$ cat src/rtl/cbts_pkg.sv
`timescale 1ns / 1ps
// Package for the CAN bit timing solver: result codes, controller states,
// command and status structs, and the quanta split function.
// No dependencies.
package cbts_pkg;

	localparam logic [31:0] CLOCK_RESET = 32'd84000000;
	localparam int unsigned TQ_MIN = 8;
	localparam int unsigned TQ_MAX = 25;
	localparam int unsigned SEG_MIN = 1;
	localparam int unsigned PROP_SEG_MAX = 8;
	localparam int unsigned PH1_SEG_MAX = 8;
	localparam int unsigned PH2_SEG_MAX = 8;
	localparam int unsigned SAMPLE_NUM = 64;
	localparam int unsigned SAMPLE_DEN = 73;
	localparam int unsigned SAMPLE_HALF = SAMPLE_DEN / 2;
	localparam int unsigned SAMPLE_SHIFT = 16;
	localparam int unsigned SAMPLE_RECIP = ((1 << SAMPLE_SHIFT) + SAMPLE_DEN - 1) / SAMPLE_DEN;
	localparam logic [7:0] PRESC_MAX = 8'd128;
	localparam int unsigned DIV_STEPS = 32;

	typedef enum logic [1:0] {
		ST_OK           = 2'd0,
		ST_ZERO_RATE    = 2'd1,
		ST_NOT_MULTIPLE = 2'd2,
		ST_NO_FIT       = 2'd3
	} status_t;

	typedef enum logic [1:0] {
		S_IDLE,
		S_DIV,
		S_CHECK,
		S_WAIT
	} state_t;

	typedef struct packed {
		logic    load;
		logic    step;
		logic    next;
		logic    finish;
		status_t code;
	} ctrl_cmd_t;

	typedef struct packed {
		logic div_done;
		logic rate_zero;
		logic rem_zero;
		logic first;
		logic fit;
		logic last;
	} dp_sts_t;

	typedef struct packed {
		logic       ok;
		logic [3:0] prop;
		logic [3:0] ph1;
		logic [3:0] ph2;
	} seg_t;

	function automatic seg_t split_quanta(input logic [4:0] q);
		seg_t        r;
		logic [4:0]  t;
		logic [10:0] p1w;
		logic [20:0] p1m;
		logic [4:0]  p1;
		logic [4:0]  pr;
		logic [4:0]  p2;
		r = '0;
		t = q - 5'd1;
		p1w = 11'({t, 6'b0}) + 11'(SAMPLE_HALF);
		// The scaled reciprocal of the divisor is exact over the range of p1w.
		p1m = 21'(p1w) * 21'(SAMPLE_RECIP);
		p1 = 5'(p1m >> SAMPLE_SHIFT);
		pr = 5'd0;
		if (p1 > 5'(PH1_SEG_MAX)) begin
			pr = p1 - 5'(PH1_SEG_MAX);
			p1 = 5'(PH1_SEG_MAX);
		end
		p2 = t - (pr + p1);
		r.ok = (q >= 5'(TQ_MIN)) && (q <= 5'(TQ_MAX)) &&
			(pr >= 5'(SEG_MIN)) && (pr <= 5'(PROP_SEG_MAX)) &&
			(p1 >= 5'(SEG_MIN)) && (p1 <= 5'(PH1_SEG_MAX)) &&
			(p2 >= 5'(SEG_MIN)) && (p2 <= 5'(PH2_SEG_MAX));
		r.prop = pr[3:0];
		r.ph1 = p1[3:0];
		r.ph2 = p2[3:0];
		return r;
	endfunction

endpackage

$ cat src/rtl/cbts_ctrl.sv
`timescale 1ns / 1ps
// Controller state machine of the CAN bit timing solver.
// Depends on cbts_pkg; drives the datapath in cbts_dp by commands.
module cbts_ctrl (
	input  logic                clk,
	input  logic                arst_n,
	input  logic                in_valid,
	output logic                in_ready,
	output logic                out_valid,
	input  logic                out_ready,
	input  cbts_pkg::dp_sts_t   sts,
	output cbts_pkg::ctrl_cmd_t cmd
);
	import cbts_pkg::*;

	state_t  state_q, state_d;
	status_t code_q;
	status_t check_code;
	logic    check_done;
	logic    out_valid_q;
	logic    slot_free;

	assign slot_free = !out_valid_q || out_ready;
	assign out_valid = out_valid_q;

	always_comb begin
		check_done = 1'b1;
		check_code = ST_OK;
		if (sts.rate_zero) begin
			check_code = ST_ZERO_RATE;
		end else if (sts.first && !sts.rem_zero) begin
			check_code = ST_NOT_MULTIPLE;
		end else if (sts.fit) begin
			check_code = ST_OK;
		end else if (sts.last) begin
			check_code = ST_NO_FIT;
		end else begin
			check_done = 1'b0;
		end
	end

	always_comb begin
		state_d = state_q;
		case (state_q)
			S_IDLE: begin
				if (in_valid) state_d = S_DIV;
			end
			S_DIV: begin
				if (sts.div_done) state_d = S_CHECK;
			end
			S_CHECK: begin
				state_d = check_done ? S_WAIT : S_DIV;
			end
			S_WAIT: begin
				if (slot_free) state_d = S_IDLE;
			end
			default: state_d = S_IDLE;
		endcase
	end

	always_comb begin
		in_ready = 1'b0;
		cmd = '0;
		cmd.code = code_q;
		case (state_q)
			S_IDLE: begin
				in_ready = 1'b1;
				cmd.load = in_valid;
			end
			S_DIV: begin
				cmd.step = 1'b1;
			end
			S_CHECK: begin
				cmd.next = !check_done;
			end
			S_WAIT: begin
				cmd.finish = slot_free;
			end
			default: begin
				in_ready = 1'b0;
			end
		endcase
	end

	always_ff @(posedge clk or negedge arst_n) begin
		if (!arst_n) begin
			state_q <= S_IDLE;
			code_q <= ST_OK;
			out_valid_q <= 1'b0;
		end else begin
			state_q <= state_d;
			if (state_q == S_CHECK) code_q <= check_code;
			if (cmd.finish) begin
				out_valid_q <= 1'b1;
			end else if (out_ready) begin
				out_valid_q <= 1'b0;
			end
		end
	end

endmodule

$ cat src/rtl/cbts_dp.sv
`timescale 1ns / 1ps
// Datapath of the CAN bit timing solver: clock register, bit-serial divider,
// prescaler search registers and result registers. Depends on cbts_pkg.
module cbts_dp (
	input  logic                clk,
	input  logic                arst_n,
	input  logic                cfg_wr_en,
	input  logic [31:0]         cfg_wr_data,
	input  logic [31:0]         bitrate_bps,
	input  cbts_pkg::ctrl_cmd_t cmd,
	output cbts_pkg::dp_sts_t   sts,
	output logic [1:0]          status,
	output logic [7:0]          prescaler,
	output logic [3:0]          propagation_tq,
	output logic [3:0]          phase_one_tq,
	output logic [3:0]          phase_two_tq,
	output logic [22:0]         timing_word
);
	import cbts_pkg::*;

	logic [31:0] clock_q;
	logic [31:0] rate_q;
	logic [39:0] div_q;
	logic [7:0]  brp_q;
	logic [39:0] rem_q;
	logic [31:0] quo_q;
	logic [4:0]  cnt_q;

	logic [40:0] shifted;
	logic [41:0] diff;
	logic [40:0] next_div;
	logic        quo_in_range;
	seg_t        seg;
	logic [6:0]  brp_m1;

	logic [1:0]  status_q;
	logic [7:0]  prescaler_q;
	logic [3:0]  prop_q;
	logic [3:0]  ph1_q;
	logic [3:0]  ph2_q;
	logic [22:0] word_q;

	assign shifted = {rem_q, quo_q[31]};
	assign diff = {1'b0, shifted} - {2'b0, div_q};
	assign next_div = {1'b0, div_q} + {9'b0, rate_q};
	assign quo_in_range = (quo_q >= 32'(TQ_MIN)) && (quo_q <= 32'(TQ_MAX));
	assign seg = split_quanta(quo_q[4:0]);
	assign brp_m1 = 7'(brp_q - 8'd1);

	assign sts.div_done = (cnt_q == 5'(DIV_STEPS - 1));
	assign sts.rate_zero = (rate_q == 32'd0);
	assign sts.rem_zero = (rem_q == 40'd0);
	assign sts.first = (brp_q == 8'd1);
	assign sts.fit = (rem_q == 40'd0) && quo_in_range && seg.ok;
	assign sts.last = (brp_q == PRESC_MAX) || (next_div > {9'b0, clock_q});

	always_ff @(posedge clk or negedge arst_n) begin
		if (!arst_n) begin
			clock_q <= CLOCK_RESET;
		end else if (cfg_wr_en) begin
			clock_q <= cfg_wr_data;
		end
	end

	always_ff @(posedge clk) begin
		if (cmd.load) begin
			rate_q <= bitrate_bps;
			div_q <= {8'b0, bitrate_bps};
			brp_q <= 8'd1;
			rem_q <= '0;
			quo_q <= clock_q;
			cnt_q <= '0;
		end else if (cmd.next) begin
			div_q <= next_div[39:0];
			brp_q <= brp_q + 8'd1;
			rem_q <= '0;
			quo_q <= clock_q;
			cnt_q <= '0;
		end else if (cmd.step) begin
			if (!diff[41]) begin
				rem_q <= diff[39:0];
			end else begin
				rem_q <= shifted[39:0];
			end
			quo_q <= {quo_q[30:0], !diff[41]};
			cnt_q <= cnt_q + 5'd1;
		end
	end

	always_ff @(posedge clk) begin
		if (cmd.finish) begin
			status_q <= cmd.code;
			if (cmd.code == ST_OK) begin
				prescaler_q <= brp_q;
				prop_q <= seg.prop;
				ph1_q <= seg.ph1;
				ph2_q <= seg.ph2;
				word_q <= {brp_m1, 5'b0, 3'(seg.prop - 4'd1), 1'b0,
					3'(seg.ph1 - 4'd1), 1'b0, 3'(seg.ph2 - 4'd1)};
			end else begin
				prescaler_q <= '0;
				prop_q <= '0;
				ph1_q <= '0;
				ph2_q <= '0;
				word_q <= '0;
			end
		end
	end

	assign status = status_q;
	assign prescaler = prescaler_q;
	assign propagation_tq = prop_q;
	assign phase_one_tq = ph1_q;
	assign phase_two_tq = ph2_q;
	assign timing_word = word_q;

endmodule

$ cat src/rtl/can_bit_timing_solver_unit.sv
`timescale 1ns / 1ps
// Top level of the CAN bit timing solver: controller plus datapath.
// Depends on cbts_pkg, cbts_ctrl and cbts_dp.
//
// Channel   Handshake               Payload
// input     in_valid / in_ready     bitrate_bps
// output    out_valid / out_ready   status, prescaler, propagation_tq,
//                                   phase_one_tq, phase_two_tq, timing_word
// config    cfg_wr_en               cfg_wr_data (clock_hz)
//
// Each prescaler trial is one 32-bit shift-subtract division plus one check
// state; a transaction runs at most 128 prescaler trials.
// The search stops early once the next prescaler times bitrate exceeds the clock.
// Reset loads clock_hz with 84000000 and leaves the block idle.
// A new transaction is taken while a finished result waits; the next result
// stalls in the controller until the output register is free.
module can_bit_timing_solver_unit (
	input  logic        clk,
	input  logic        arst_n,
	input  logic        cfg_wr_en,
	input  logic [31:0] cfg_wr_data,
	input  logic        in_valid,
	output logic        in_ready,
	input  logic [31:0] bitrate_bps,
	output logic        out_valid,
	input  logic        out_ready,
	output logic [1:0]  status,
	output logic [7:0]  prescaler,
	output logic [3:0]  propagation_tq,
	output logic [3:0]  phase_one_tq,
	output logic [3:0]  phase_two_tq,
	output logic [22:0] timing_word
);
	import cbts_pkg::*;

	ctrl_cmd_t cmd;
	dp_sts_t   sts;

	cbts_ctrl u_ctrl (
		.clk       (clk),
		.arst_n    (arst_n),
		.in_valid  (in_valid),
		.in_ready  (in_ready),
		.out_valid (out_valid),
		.out_ready (out_ready),
		.sts       (sts),
		.cmd       (cmd)
	);

	cbts_dp u_dp (
		.clk            (clk),
		.arst_n         (arst_n),
		.cfg_wr_en      (cfg_wr_en),
		.cfg_wr_data    (cfg_wr_data),
		.bitrate_bps    (bitrate_bps),
		.cmd            (cmd),
		.sts            (sts),
		.status         (status),
		.prescaler      (prescaler),
		.propagation_tq (propagation_tq),
		.phase_one_tq   (phase_one_tq),
		.phase_two_tq   (phase_two_tq),
		.timing_word    (timing_word)
	);

`ifndef NO_ASSERTIONS
	a_error_zero: assert property (@(posedge clk) disable iff (!arst_n)
		out_valid && (status != ST_OK) |->
			(prescaler == 8'd0) && (timing_word == 23'd0) &&
			(propagation_tq == 4'd0) && (phase_two_tq == 4'd0))
		else $error("Error result carries nonzero timing fields.");

	a_ok_ranges: assert property (@(posedge clk) disable iff (!arst_n)
		out_valid && (status == ST_OK) |->
			(prescaler >= 8'd1) && (prescaler <= 8'd128) &&
			(propagation_tq >= 4'd1) && (propagation_tq <= 4'd8) &&
			(phase_one_tq >= 4'd1) && (phase_one_tq <= 4'd8) &&
			(phase_two_tq >= 4'd1) && (phase_two_tq <= 4'd8))
		else $error("Successful result has a segment out of range.");

	a_word_presc: assert property (@(posedge clk) disable iff (!arst_n)
		out_valid && (status == ST_OK) |->
			(timing_word[22:16] == 7'(prescaler - 8'd1)))
		else $error("Timing word does not match the prescaler.");

	a_busy_after_accept: assert property (@(posedge clk) disable iff (!arst_n)
		in_valid && in_ready |=> !in_ready)
		else $error("Input ready stayed high after a transaction.");
`endif

endmodule
$ cat config.mk
export PLATFORM = sky130hd
export DESIGN_NAME = can_bit_timing_solver_unit
export DESIGN_NICKNAME = d
export VERILOG_FILES = /design/src/rtl/cbts_pkg.sv /design/src/rtl/cbts_ctrl.sv /design/src/rtl/cbts_dp.sv /design/src/rtl/can_bit_timing_solver_unit.sv
export SDC_FILE = /design/constraint.sdc
export NUM_CORES = 1
export LEC_CHECK = 0
export ABC_AREA = 1
export ABC_CLOCK_PERIOD_IN_PS = 7600
export BUFFER_PORTS_ARGS = -buffer_cell sky130_fd_sc_hd__buf_2
export CAP_MARGIN = 20
export CORE_MARGIN = 2
export CORE_UTILIZATION = 50
export DETAILED_ROUTE_END_ITERATION = 10
export GPL_TIMING_DRIVEN = 1
export PLACE_DENSITY_LB_ADDON = 0.08
export SLEW_MARGIN = 10
export SYNTH_ARGS = -nofsm -noshare
export SYNTH_HDL_FRONTEND = slang
export SYNTH_SLANG_ARGS = --single-unit
$ cat constraint.sdc
create_clock -name clk -period 7.6 [get_ports clk]
set_clock_uncertainty 0.2 [all_clocks]
set_input_delay 1.52 -clock clk [delete_from_list [all_inputs] [get_ports clk]]
set_output_delay 1.52 -clock clk [all_outputs]
set_load 0.01 [all_outputs]
# Word level (Yosys, flattened, before mapping)
# Index checks and enable logic that the tools add are counted.
totals:
  out_inout_bits: 47
  inputBits: 69
  ff_bits: 239
  word_cells: 107
op_classes:
  multipliers: 1
  add_sub_neg: 13
  n_eq_ne: 9
  magnitude_cmp: 12
  muxes: 28
  reduce_logical: 26
op_table:
  columns: ["cell", "n"]
  rows:
  - ["32-bit 2-to-1 mux", 5]
  - ["41-bit by 40-bit subtractor with 42-bit output", 1]
  - ["40-bit by 32-bit adder with 41-bit output", 1]
  - ["41-bit by 32-bit > comparator with 1-bit output", 1]
  - ["40-bit zero test", 1]
  - ["40-bit 2-to-1 mux", 1]
  - ["32-bit by 4-bit >= comparator with 1-bit output, second input constant", 1]
  - ["32-bit by 5-bit less-or-equal comparator with 1-bit output, second input constant", 1]
  - ["32-bit zero test", 1]
  - ["11-bit by 9-bit multiplier with 20-bit output, second input constant", 1]
  - ["2-bit 2-to-1 mux", 8]
  - ["5-bit by 1-bit >= comparator with 1-bit output, second input constant", 3]
  - ["5-bit by 4-bit less-or-equal comparator with 1-bit output, second input constant", 3]
  - ["11-bit by 6-bit adder with 11-bit output, second input constant", 1]
  - ["1-bit logical AND", 11]
  - ["1-bit 2-to-1 mux", 11]
  - ["5-bit 2-to-1 mux", 2]
  - ["3-bit by 1-bit subtractor with 3-bit output, second input constant", 3]
  - ["8-bit by 1-bit adder with 8-bit output, second input constant", 1]
  - ["8-bit by 1-bit == test with 1-bit output, second input constant", 1]
  - ["8-bit == test, second input constant", 1]
  - ["2-bit case mux with 4 select lines", 1]
  - ["7-bit by 1-bit subtractor with 7-bit output, second input constant", 1]
  - ["5-bit by 1-bit adder with 5-bit output, second input constant", 1]
  - ["other kinds (19)", 27]

# Longest topological paths before layout
# Gate-level depths: netlist (run 1).
logic_depth:
  ltp_word: 20
  ltp_mapped: 36

# Hierarchy
# A second synthesis (run 1) with hierarchy kept.
unflattened:
  cells_unflattened: 2322
  hier_area_um2: 16901.2
by_module_without_submodules:
  columns: ["module", "instances", "area_per_inst_um2", "cells_per_inst"]
  rows:
  - ["cbts_dp", 1, 16598.4, 2277]
  - ["cbts_ctrl", 1, 302.8, 45]

# Worst setup path after synthesis (run 1)
# Ideal clock, no wire load.
synth_timing:
  path_kind: "reg2reg"
  startpoint: "register u_dp.quo_q[0]"
  endpoint: "register u_dp.quo_q[0], enable pin"
  setup_ps: 575
  synth_period_minus_slack_ps: 6491
  n_path_buf: 0
  path_slack_ps: 1109
  path_stages_with_launch: 30
  t_required_ps: 6825
  t_arrival_ps: 5716
  cell_sequence: "edfxtp_1 > inv_1 > ha_1 > inv_1 > nand2_1 > nand2_1 > fa_1 > inv_1 > ha_1 > ha_1 > ha_1 > ha_1 > nand2_1 > nor2_1 > nand2_1 > nand2_1 > nand2_1 > nand2_1 > inv_1 > ha_1 > inv_1 > ha_1 > and3_1 > a211oi_1 > nand3b_1 > nand2_1 > xnor2_1 > nand2_2 > nand4_4 > nand3_1"
synth_between:
  elab_chain_len: 19
synth_lines:
  columns: ["item", "line", "source"]
  rows:
  - ["start, declared", "cbts_dp.sv:26", "logic [31:0] quo_q;"]
  - ["start signal, assigned", "cbts_dp.sv:71", "quo_q <= clock_q;"]
  - ["start signal, assigned", "cbts_dp.sv:77", "quo_q <= clock_q;"]
  - ["start signal, assigned", "cbts_dp.sv:85", "quo_q <= {quo_q[30:0], !diff[41]};"]
  - ["branches (longest 12 deep; another with 11-bit by 9-bit multiplier with 20-bit output)", null, null]
  - ["1-bit logical AND (*)", "cbts_dp.sv:54", "assign sts.fit = (rem_q == 40'd0) && quo_in_range && seg.ok;"]
  - ["1-bit 2-to-1 mux (*)", "cbts_ctrl.sv:33", "end else if (sts.fit) begin"]
  - ["1-bit 2-to-1 mux (*)", "cbts_ctrl.sv:31", "end else if (sts.first && !sts.rem_zero) begin"]
  - ["1-bit 2-to-1 mux (*)", "cbts_ctrl.sv:29", "if (sts.rate_zero) begin"]
  - ["1-bit zero test (*)", "cbts_ctrl.sv:74", "cmd.next = !check_done;"]
  - ["1-bit 2-to-1 mux (*)", "cbts_ctrl.sv:65", "case (state_q)"]
  - ["3-bit nonzero test (no line) (*)", null, null]
# Every way passes the cells marked *.
# A chain may end at the register's enable or synchronous reset.

# Worst setup path in the final report (run 1)
layout_timing:
  startpoint: "register u_dp.quo_q[0]"
  endpoint: "register u_dp.div_q[12], enable pin"
layout_between:
  elab_chain_len: 19
layout_lines:
  columns: ["item", "line", "source"]
  rows:
  - ["branches (longest 12 deep; another with 11-bit by 9-bit multiplier with 20-bit output)", null, null]
  - ["1-bit logical AND (*)", "cbts_dp.sv:54", null]
  - ["1-bit 2-to-1 mux (*)", "cbts_ctrl.sv:33", null]
  - ["1-bit 2-to-1 mux (*)", "cbts_ctrl.sv:31", null]
  - ["1-bit 2-to-1 mux (*)", "cbts_ctrl.sv:29", null]
  - ["1-bit zero test (*)", "cbts_ctrl.sv:74", null]
  - ["1-bit 2-to-1 mux (*)", "cbts_ctrl.sv:65", null]
  - ["2-bit nonzero test (no line) (*)", null, null]
  - ["end signal, assigned", "cbts_dp.sv:68", "div_q <= {8'b0, bitrate_bps};"]
  - ["end signal, assigned", "cbts_dp.sv:74", "div_q <= next_div[39:0];"]
  - ["end, declared", "cbts_dp.sv:23", "logic [39:0] div_q;"]
# Marks and branches as above.

==> results of run 1 <==
-- placed cells by master (no fill, tap or decap), types with 33 or more instances in the layout --
cell type | synthesis | layout
edfxtp_1 | 134 | 134
xor2_1 | 33 | 33
ha_1 | 146 | 146
a21oi_1 | 156 | 156
nand3_1 | 96 | 95
dfxtp_1 | 61 | 61
inv_1 | 258 | 258
buf_2 | 13 | 108
xnor2_1 | 37 | 37
nor2_1 | 206 | 205
o21ai_0 | 159 | 159
nand2_1 | 530 | 529
-- cell usage after synthesis, types with 5 or more instances --
cell      count  area, sq um
nand3_1      96          480
nor2_1      206          773
o21ai_0     159          796
a21oi_2      26          228
edfxtp_1    134         4020
inv_1       258          968
buf_2        13         65.1
xnor2_1      37          324
a21o_1        8         60.1
buf_4         7         52.6
o211ai_1      9         67.6
nand2_1     530         1990
xor2_1       33          289
fa_1          6          120
dfxtp_1      61         1220
dfrtp_1      28          701
and3_1        7         43.8
nor4_1       26          163
dfstp_2       9          236
nor2_2        7         43.8
ha_1        146         1830
nand2_2      10         62.6
o21a_1        9         67.6
clkbuf_1     33          124
a21oi_1     156          781
nand4_1      28          175
or2_2         5         31.3
o21bai_1      9         67.6
a31oi_1      24          150
nor3_1       27          135
-- metrics by stage --
stage / instances / hold slack, ns / setup WS, ns / area, sq um / utilization, %
after CTS: 2704 / 0.272 / 0.724 / 18300 / 56.4
after global routing: 2704 / 0.298 / 0.157 / 18300 / 56.4
after global placement: 2656 / 0.258 / 0.902 / 17300 / 53.5
after floorplan: 2150 / 0.248 / 1.11 / 16400 / -
after detailed placement: 2656 / 0.263 / 0.749 / 17300 / 53.5
final: 2704 / 0.271 / 0.760 / 18300 / 56.4
-- worst paths after layout --
path	startpoint	to	slack (ns)	depth (start not counted)
max	u_dp.quo_q[0]	u_dp.div_q[12]	0.76	33
min	u_dp.cnt_q[4]	u_dp.cnt_q[4]	0.27	2
max reg2reg	u_dp.quo_q[0]	u_dp.div_q[12]	0.76	33
min reg2reg	u_dp.cnt_q[4]	u_dp.cnt_q[4]	0.27	2
max in group asynchronous	arst_n	u_ctrl.state_q[0]	5.89	2
min in group asynchronous	arst_n	u_dp.clock_q[9]	0.87	2
-- state kept, by name, summed over array words and instances, names as in the netlist, 4 cells and up --
signal,count
u_dp.prescaler,8
u_dp.quo_q,32
u_dp.brp_q,8
u_dp.phase_two_tq,4
u_dp.propagation_tq,4
u_dp.rate_q,32
u_dp.rem_q,40
u_dp.cnt_q,5
u_dp.clock_q,32
u_dp.phase_one_tq,4
u_dp.timing_word,16
u_dp.div_q,40
-- logic make-up after synthesis --
family | count (synthesis) | share of synthesized area, %
and+or+nand+nor | 952 | 24.4
AOI/OAI and AO/OA | 417 | 14.4
buffers and inverters | 318 | 7.73
DFF | 232 | 37.8
adders and majority gates | 152 | 11.9
xor gates and xnor gates | 70 | 3.74
other | 2 | 0.0459
muxes | 1 | 0.0688
-- layer usage --
metal  wire, microns  GRT usage [%]  share of wire [%]  vias up
li1                -              -                  -     7376
met1           21700           38.9                 47     6649
met2           20400           44.2                 44      418
met3            2740           3.09                5.9       63
met4            1230           7.65                2.7        2
met5              13              0              0.028        -
-- worst max-delay path, delay by kind of cell, from the launching register on --
family                     cells  cell delay, ns
adders and majority gates      8            2.58
xor gates and xnor gates       1            0.22
DFF                            1            0.48
buffers and inverters          6            0.83
AOI/OAI and AO/OA              1            0.14
and+or+nand+nor               17            1.98
-- area by class of cell --
class / instances / area, sq um / share of cell area, %
Clock buffer: 34 / 753 / 4.12
Timing Repair Buffer: 121 / 651 / 3.56
Inverter: 261 / 980 / 5.36
Tap cell: 442 / 553 / 3.03
Multi-Input combinational cell: 1600 / 8960 / 49.1
Clock inverter: 14 / 180 / 0.987
Sequential cell: 232 / 6180 / 33.9
==> flow_summary.toml, run 1 <==
[global_routing]
grt_max_degree = 69
grt_usage_pct = 27.4
antenna_found_initial = 1
grt_overflow_total = 0
grt_pass1_wl_mm = 73.2
grt_pass1_vias = 13700

[cts]
cts_buffers = 26
cts_buffer_depth = 3
post_cts.repair.setup_buffers = 0
cts_tree = "done"
cts.sinks = 232
ctsHoldBuffers = 0
cts_resized = 0
cts_root_buffer = "clkbuf_16"
clk_pin_slew_worst_paths_ns = 0.06
clk_latency_ns = 0.55
cts.htree.levels = 1

[sta]
fin_crit_sh_pct = 90.0
rsz0062_at_grt = "false"
fmax_mhz = 146
finalHoldViolations = 0
setup-tns-final_ns = 0
drv_slew = 0
worstMarginPinSlew_ns = 0.969
period_minus_slack_ns = 6.84
setup_violations = 0
max_slew_margin_pct = 35.3

[route]
first_pass_iters = 6
wl_mm = 46.1
vias = 14500
post_drt_wl_per_cell_microns = 17.1
drc = 0
drt_iter0_drc = 973
drtAntennaViolNets = 0
vias_per_cell = 5.37

[logic_synthesis]
async_flop_share_pct = 15.9
ys_warn_count = 0
syn_avg_cell_area_sq_um = 7.64
synth_enable_flop_cells = 134
synth_seq_area_share_pct = 37.8
netlist_area_sq_um = 16400
synthDistinctLibCells = 52
netlist_instances = 2144
synth-main-ff-cell = "edfxtp_1"
ys_seq_elements = 232

[critical_path]
crit_arrival_ns = 6.83
worst-path-max-fanout = 56
startpoint_type = "flip-flop"
crit_type = "flip-flop to flip-flop"
critical_path_required_ns = 7.59
cpMostUsedCell = "nand2_1"
max_stage_delay_ns = 0.58
worstSetupEndpointType = "flip-flop"
slowest_stage = "fa_1"

[die]
placementRows = 66
start_util_pct = 50.6
dieArea_sq_um = 34200
io_pins = 116
fp.dieW_microns = 185
fp.dieH_microns = 185
core_area_sq_um = 32400

[cells_and_area]
fill_cells = 3149
area_growth_pct = 11.5
drive_above_1_share_pct = 10.3
nets = 2463
antenna_cells = 0

[placed_design]
place_hpwl_mm = 36.6
io_buffer_count = 108
place.gp.congestion = 0.954

[run_status]
status = "finished clean"

[flow_run]
maxCapViolCount = 0

[worst_hold_path]
hold_class = "flip-flop to flip-flop"
Power of run 1 is not shown: default switching activity piles up to over one toggle a cycle in this logic, so the estimate is an artifact.
==> inputs of run 2 (changes only) <==
--- a/config.mk
+++ b/config.mk
@@ -6,14 +6,14 @@
 export NUM_CORES = 1
 export LEC_CHECK = 0
 export ABC_AREA = 1
-export ABC_CLOCK_PERIOD_IN_PS = 7600
+export ABC_CLOCK_PERIOD_IN_PS = 6300
 export BUFFER_PORTS_ARGS = -buffer_cell sky130_fd_sc_hd__buf_2
 export CAP_MARGIN = 20
 export CORE_MARGIN = 2
 export CORE_UTILIZATION = 50
 export DETAILED_ROUTE_END_ITERATION = 10
 export GPL_TIMING_DRIVEN = 1
-export PLACE_DENSITY_LB_ADDON = 0.08
+export PLACE_DENSITY = 0.74
 export SLEW_MARGIN = 10
 export SYNTH_ARGS = -nofsm -noshare
 export SYNTH_HDL_FRONTEND = slang
==> constraint.sdc (replaced) <==
create_clock -name clk -period 6.3 [get_ports clk]
set_clock_uncertainty 0.2 [all_clocks]
set_input_delay 1.26 -clock clk [delete_from_list [all_inputs] [get_ports clk]]
set_output_delay 1.26 -clock clk [all_outputs]
set_load 0.01 [all_outputs]
==> flow_summary.toml, run 2 (synthesis gave the netlist of run 1 again) <==
[run_status]
status = "finished clean"

[worst_hold_path]
hold_class = "flip-flop to flip-flop"
min_path_cells = 2

[critical_path]
slowest_stage = "fa_1"
max_stage_delay_ns = 0.54
worst-path-max-fanout = 8
startpoint_type = "flip-flop"
worstSetupEndpointType = "flip-flop"
cpMostUsedCell = "nand2_1"
rr_worst_depth = 35
crit_type = "flip-flop to flip-flop"
critical_path_required_ns = 6.40
crit_arrival_ns = 6.03

[sta]
fmax_mhz = 169
worstMarginPinSlew_ns = 1.00
max_slew_margin_pct = 33.0
setup_violations = 0
period_minus_slack_ns = 5.93
setup-tns-final_ns = 0
fin_hold_ws_ns = 0.276
drv_slew = 0
fin_crit_sh_pct = 94.2
finalHoldViolations = 0

[cts]
ctsHoldBuffers = 0
clk_latency_ns = 0.55
cts.htree.levels = 1
cts_buffer_depth = 3
cts_tree = "done"
clk_pin_slew_worst_paths_ns = 0.06
cts_root_buffer = "clkbuf_16"
cts_buffers = 26
cts.sinks = 232

[cells_and_area]
fill_cells = 3064
top_regs = "u_dp.div_q (40), u_dp.rem_q (40)"
seq_area_sq_um = 6180
nets = 2476
utilization_pct = 57.3
layout_commonest_cell = "nand2_1"
area_growth_pct = 13.2
antenna_cells = 0
multi_input_area_sq_um = 9060
final_cell_mix = "528 x nand2_1, 258 x inv_1, 205 x nor2_1"
post-route-cell-area_sq_um = 18500
drive_above_1_share_pct = 11.3

[die]
start_util_pct = 50.6
placementRows = 66
dieArea_sq_um = 34200
fp.dieW_microns = 185
core_area_sq_um = 32400
io_pins = 116
fp.dieH_microns = 185

[route]
drc = 0
vias = 14900
vias_per_cell = 5.48
first_pass_iters = 5
wl_mm = 45.4
drtAntennaViolNets = 0
drt_iter0_drc = 1317
post_drt_wl_per_cell_microns = 16.7

[placed_design]
place.gp.congestion = 0.998
dpl_cell_area_sq_um = 17400
io_buffer_count = 108
place_hpwl_mm = 34.9

[global_routing]
grt_overflow_total = 0
grt_pass1_vias = 14000
antenna_found_initial = 0
grt_max_degree = 74
grt_usage_pct = 26.1
grt_pass1_wl_mm = 71.1

[flow_run]
maxCapViolCount = 0
-- run 2: timing repair --
action / 4_1_cts / 5_1_grt
endpoints found under the setup margin: 0 / 151
buffers inserted: 0 / 5
gates resized for setup: 0 / 14
-- run 2: cell type report --
type / instances / area share [%]
multi-input combinational: 1600 / 48.9
sequential: 232 / 33.3
inverter: 261 / 5.28
timing repair buffer: 134 / 4.81
clock buffer: 32 / 3.91
tap: 442 / 2.98
clock inverter: 16 / 0.810
-- run 2: metal layers --
metal	share of wire (%)	routed length, microns	vias to the layer above	global-route usage [%]
met5	0	0	-	0
met4	3.7	1690	0	9.94
met3	6.3	2840	92	3.34
met2	45	20400	508	43.2
met1	45	20400	6872	34.8
li1	-	-	7407	-
-- run 2: final timing paths --
kind / startpoint / to / slack [ns]
worst max-delay path: u_dp.quo_q[0] / u_dp.quo_q[4] / 0.37
worst min-delay path: u_dp.cnt_q[4] / u_dp.cnt_q[4] / 0.28
worst max register to register: u_dp.quo_q[0] / u_dp.quo_q[4] / 0.37
worst min register to register: u_dp.cnt_q[4] / u_dp.cnt_q[4] / 0.28
max in group asynchronous: arst_n / u_dp.clock_q[5] / 4.59
min in group asynchronous: arst_n / u_ctrl.code_q[1] / 0.67
-- run 2: worst max-delay path, delay by kind of cell (launching register included) --
family                     cells  cell delay [ns]
AOI/OAI and AO/OA              2             0.21
xor gates and xnor gates       1             0.15
adders and majority gates      8             2.40
buffers and inverters          6             0.60
DFF                            1             0.39
and+or+nand+nor               18             1.70
-- run 2: per-stage QoR --
step	instances	worst slack, ns
2_1_floorplan	2150	0.242
3_3_place_gp	2658	0.351
3_5_place_dp	2658	0.122
4_1_cts	2706	0.0580
5_1_grt	2717	-0.0410
6_report	2717	0.368
Power of run 2 is left out for the same reason.
